File: src/hdl/rrts_ram.sv
// Generic single-write, single-read RAM with registered read data.
module rrts_ram #(
  parameter int WIDTH = 8,
  parameter int DEPTH = 128
) (
  input  logic                     clk,
  input  logic                     we,
  input  logic [$clog2(DEPTH)-1:0] waddr,
  input  logic [WIDTH-1:0]         wdata,
  input  logic [$clog2(DEPTH)-1:0] raddr,
  output logic [WIDTH-1:0]         rdata
);

  logic [WIDTH-1:0] mem [DEPTH];

  // Write port and registered read port.
  always_ff @(posedge clk) begin
    if (we) begin
      mem[waddr] <= wdata;
    end
    rdata <= mem[raddr];
  end

endmodule

File: config.mk
export PLATFORM = sky130hd
export DESIGN_NAME = rrts_ram
export DESIGN_NICKNAME = d
export VERILOG_FILES = /design/src/hdl/rrts_ram.sv
export SDC_FILE = /design/constraint.sdc
export NUM_CORES = 1
export LEC_CHECK = 0
export BUFFER_PORTS_ARGS = -buffer_cell sky130_fd_sc_hd__buf_2
export CAP_MARGIN = 20
export CELL_PAD_IN_SITES_DETAIL_PLACEMENT = 0
export CELL_PAD_IN_SITES_GLOBAL_PLACEMENT = 1
export CORE_ASPECT_RATIO = 0.6
export CORE_MARGIN = 2
export CORE_UTILIZATION = 55
export CTS_BUF_LIST = sky130_fd_sc_hd__clkbuf_16
export CTS_CLUSTER_SIZE = 40
export DETAILED_ROUTE_END_ITERATION = 16
export PLACE_DENSITY = 0.84
export SLEW_MARGIN = 0
export SYNTH_ARGS = -nofsm -noshare
export SYNTH_HDL_FRONTEND = slang
export SYNTH_SLANG_ARGS = --single-unit
File: constraint.sdc
create_clock -name clk -period 3.2 [get_ports clk]
set_input_delay 0.32 -clock clk [delete_from_list [all_inputs] [get_ports clk]]
set_output_delay 0.32 -clock clk [all_outputs]
set_load 0.02 [all_outputs]
* After elaboration in Yosys (flattened, before gate mapping)
Memories as Yosys holds them, arrays and structs flattened. A register that Yosys moved wholly into a read port is not among the register bits.
Index checks and enable logic that the tools add are counted.
** Cells by class
- Multiplexer cells :: 2
** Operator list (count)
- two-way mux 1 bit :: 2
** Storage, ports and cells
- Flip-flop bits (word level) :: 0
- Bits in writable memories :: 1024
- Input bits :: 24
- Memories kept :: 1
** Memory list
- mem :: depth 128, bits a word 8, rd ports 1, clocked after memory_dff 1, write ports 1, line 14 : logic [WIDTH-1:0] mem [DEPTH];

* Depth between registers and ports, before layout
- Word-level depth :: 2
- Depth in mapped cells :: 7
- Mapped depth without buffers :: 4

* Least setup slack after synthesis
Ideal clock, no wire load.
- Path kind :: input to register
- Start point :: in raddr[0]
- End point :: reg rdata[0], read port of mem
- Setup time :: 121 ps
- Data arrival time :: 2703 ps
- Setup slack :: 376 ps
- Stages :: 6
- Path buffers :: 2
- Cell sequence :: clkbuf_1 -> buf_1 -> mux4_2 -> mux4_2 -> mux4_2 -> mux2_2
** RTL lines
- start, declared :: line 10 : input logic [$clog2(DEPTH)-1:0] raddr,
- end, declared :: line 11 : output logic [WIDTH-1:0] rdata

==> impl_metrics.csv <==
group,metric,value,unit
cts,clockRootBuffer,"clkbuf_16",
critical_path,critPathRequiredTime,3.73,ns
sta,period_needed,2.49,ns
routing,routedWlPerCell,32.5,microns
yosys,synth_area_leader_cell,"edfxtp_1",
yosys,syn_area,39700,sq um
worst_hold_path,worstHoldStart,"raddr[5]",
sta,slew_viol_final,0,
place,place_congestion,0.848,
global_route,grt_pass1_wl,135000,microns
critical_path,critPathSlowestCell,"mux4_2",
floorplanning,dieArea,74400,sq um
routing,vias,18825,
global_route,grt_pass1_vias,18669,
floorplanning,die_h,212,microns
global_route,grt_max_degree,129,
yosys,synth_common_cells,"edfxtp_1, mux4_2, nor2_1",
routing,drt-pass1-iter-count,5,
routing,drtIter0Drc,2958,
routing,wl_met3,13900,microns
sta,slew_headroom,0.345,
routing,dr.max_layer_used,"met5",
run,drv_cap,0,
critical_path,cp_common_cell,"mux4_2",
cts,clkLatencyLatePin,0.65,ns
yosys,seq_area_frac_synth,0.779,
worst_hold_path,hold_depth,2,
yosys,synthDistinctLibCells,17,
cts,cts_tree,"done",
final_layout,multi_input_comb_area,8350,sq um
cts,clkTransAtPathRegs,0.07,ns
routing,wl,93500,microns
critical_path,r2r_slack,0.71,ns
yosys,yosys_warnings,0,
floorplanning,die_w,351,microns
sta,rsz0062_at_grt,"false",
final_layout,seqCellArea,30900,sq um
critical_path,rr_worst_depth,4,
final_layout,fillers,4529,
critical_path,worstPathCellList,"mux4_2, mux4_2, mux4_2, mux2_2",
final_layout,layout.nets,1858,
routing,drt-met1-wl,36200,microns
routing,drc_errors,0,
yosys,synth.area.top_cells,"edfxtp_1, mux4_2, nor2_1, clkbuf_1, dfxtp_1",
cts,clockBufferDepth,3,
cts,cts_made_buffers,88,
routing,postRouteAntennaNets,0,
yosys,synth_edf_count,1024,
routing,avgViaCountPerCell,6.54,
place,hpwl,56600,microns
worst_hold_path,min_path_type,"in -> reg",
final_layout,drive_gt1_frac,0.347,
yosys,synth_top_cell_area_share,0.775,
yosys,synthCells,1635,
outcome,outcome,"finished clean",
critical_path,rr_startpoint,"mem[56][2]",
floorplanning,core_region_area,71600,sq um
cts,htree_levels,3,
final_layout,post-route-util,0.629,
worst_hold_path,whs_endpoint,"rdata[3]",
power,cellLeakagePower,14.1,nW
critical_path,crit_fanout,1,
final_layout,fin_area,45000,sq um
sta,finalSetupTns,0,ns
floorplanning,start_util,0.554,
yosys,synth_fp_nets,1659,
global_route,antenna_found_initial,9,
power,ir_drop,0.476,mV
global_route,grt-ovfl-total,0,
critical_path,critPathKind,"reg -> reg",
place,portBuffers,31,
sta,finalClockSkew,0.0177,ns
yosys,async_reset_ff_frac,0,
cts,clkSinkCount,1032,
critical_path,worstPathArrival,3.02,ns
critical_path,cpPeakStageDelay,0.64,ns
global_route,grt_usage,0.259,
critical_path,crit_path_end_kind,"flop",
yosys,synth-seq-cells,1032,
floorplanning,row_count,76,
sta,fmax,0.402,GHz
sta,worstMarginPinSlew,0.979,ns
final_layout,n_antenna_cell,0,
yosys,ys.flop_type,"edfxtp_1",
place,post_dp_cell_area,42300,sq um
yosys,synth_most_common_cell,"edfxtp_1",
routing,met2_length,41500,microns
yosys,avgSynthCellArea,24.3,sq um
power,p_per_area,593,nW/um^2
floorplanning,ios,32,
final_layout,stdcell_count,2877,
critical_path,critPathLaunchType,"flop",
place,dp.cells,2718,
critical_path,r2r-end,"rdata[2]",
sta,finalCritPeriodShare,0.778,
final_layout,area_growth,13.5,%
sta,final-setup-viol-count,0,
sta,hold_violations,0,
==> cell type report <==
type / count / area share
Sequential cell: 1032 / 0.686
Clock buffer: 88 / 0.0489
Timing Repair Buffer: 198 / 0.0406
Multi-Input combinational cell: 514 / 0.186
Tap cell: 975 / 0.0271
Clock inverter: 70 / 0.0115
==> worst max-delay path by stage <==
| stage | to | startpoint | cells past startpoint |
|---|---|---|---|
| floorplan | rdata[0] | raddr[0] | 6 |
| global placement | rdata[2] | raddr[0] | 7 |
| detailed placement | rdata[2] | raddr[0] | 7 |
| CTS | rdata[2] | mem[56][2] | 4 |
| global route | rdata[2] | mem[56][2] | 4 |
| finish | rdata[2] | mem[56][2] | 4 |
==> repair_timing <==
action / CTS / global route
gates resized for setup: 0 / 0
hold buffers: 1 / 0
buffers inserted: 0 / 0
hold endpoints to repair: 1 / 0
==> routing by layer <==
layer	global-route usage	vias up
met1	0.395	9943
met3	0.0944	143
met4	0.0567	8
li1	-	7420
met5	0	-
met2	0.363	1311
==> flip-flops by register name (all words and copies together) (netlist names) <==
register / cells
rdata: 8
mem: 1024
==> kinds of logic after synthesis <==
| family | synth area share |
|---|---|
| DFF | 0.779 |
| muxes | 0.193 |
| and+or+nand+nor | 0.0176 |
| buffers and inverters | 0.0101 |
==> report_power, final <==
group | switching, mW | internal [mW]
combinational | 0.880 | 0.616
clock | 4.74 | 5.52
sequential | 0.0383 | 14.9
total | 5.66 | 21.1
==> worst max-delay path: cells and delay by family (launching register included) <==
family  cells  cell delay, ns
flops       1            0.38
mux         4            2.01
==> metrics by stage <==
| stage | power (mW) | setup slack (ns) | hold WS (ns) |
|---|---|---|---|
| 6_report | 26.7 | 0.712 | 0.190 |
| 5_1_grt | 27.4 | 0.683 | 0.157 |
| 4_1_cts | 26.8 | 0.716 | 0.153 |
| 3_5_place_dp | 16.7 | 0.0902 | 0.554 |
| 3_3_place_gp | 16.7 | 0.102 | 0.556 |
| 2_1_floorplan | 16.0 | 0.376 | 0.419 |
==> layout by cell type, fill, tap and decap left out, types with 4 or more instances in the layout <==
| cell | n |
|---|---|
| nand2_1 | 14 |
| mux2_2 | 8 |
| edfxtp_1 | 1024 |
| clkbuf_16 | 88 |
| dfxtp_1 | 8 |
| clkinvlp_4 | 4 |
| clkinv_2 | 14 |
| nor2_1 | 122 |
| bufinv_16 | 6 |
| buf_2 | 20 |
| buf_12 | 30 |
| clkinv_1 | 20 |
| mux4_2 | 336 |
| nor3_1 | 9 |
| inv_1 | 19 |
| nor2b_1 | 7 |
| buf_4 | 145 |
| nand3_1 | 12 |
Power figures use the tool's default switching activity.
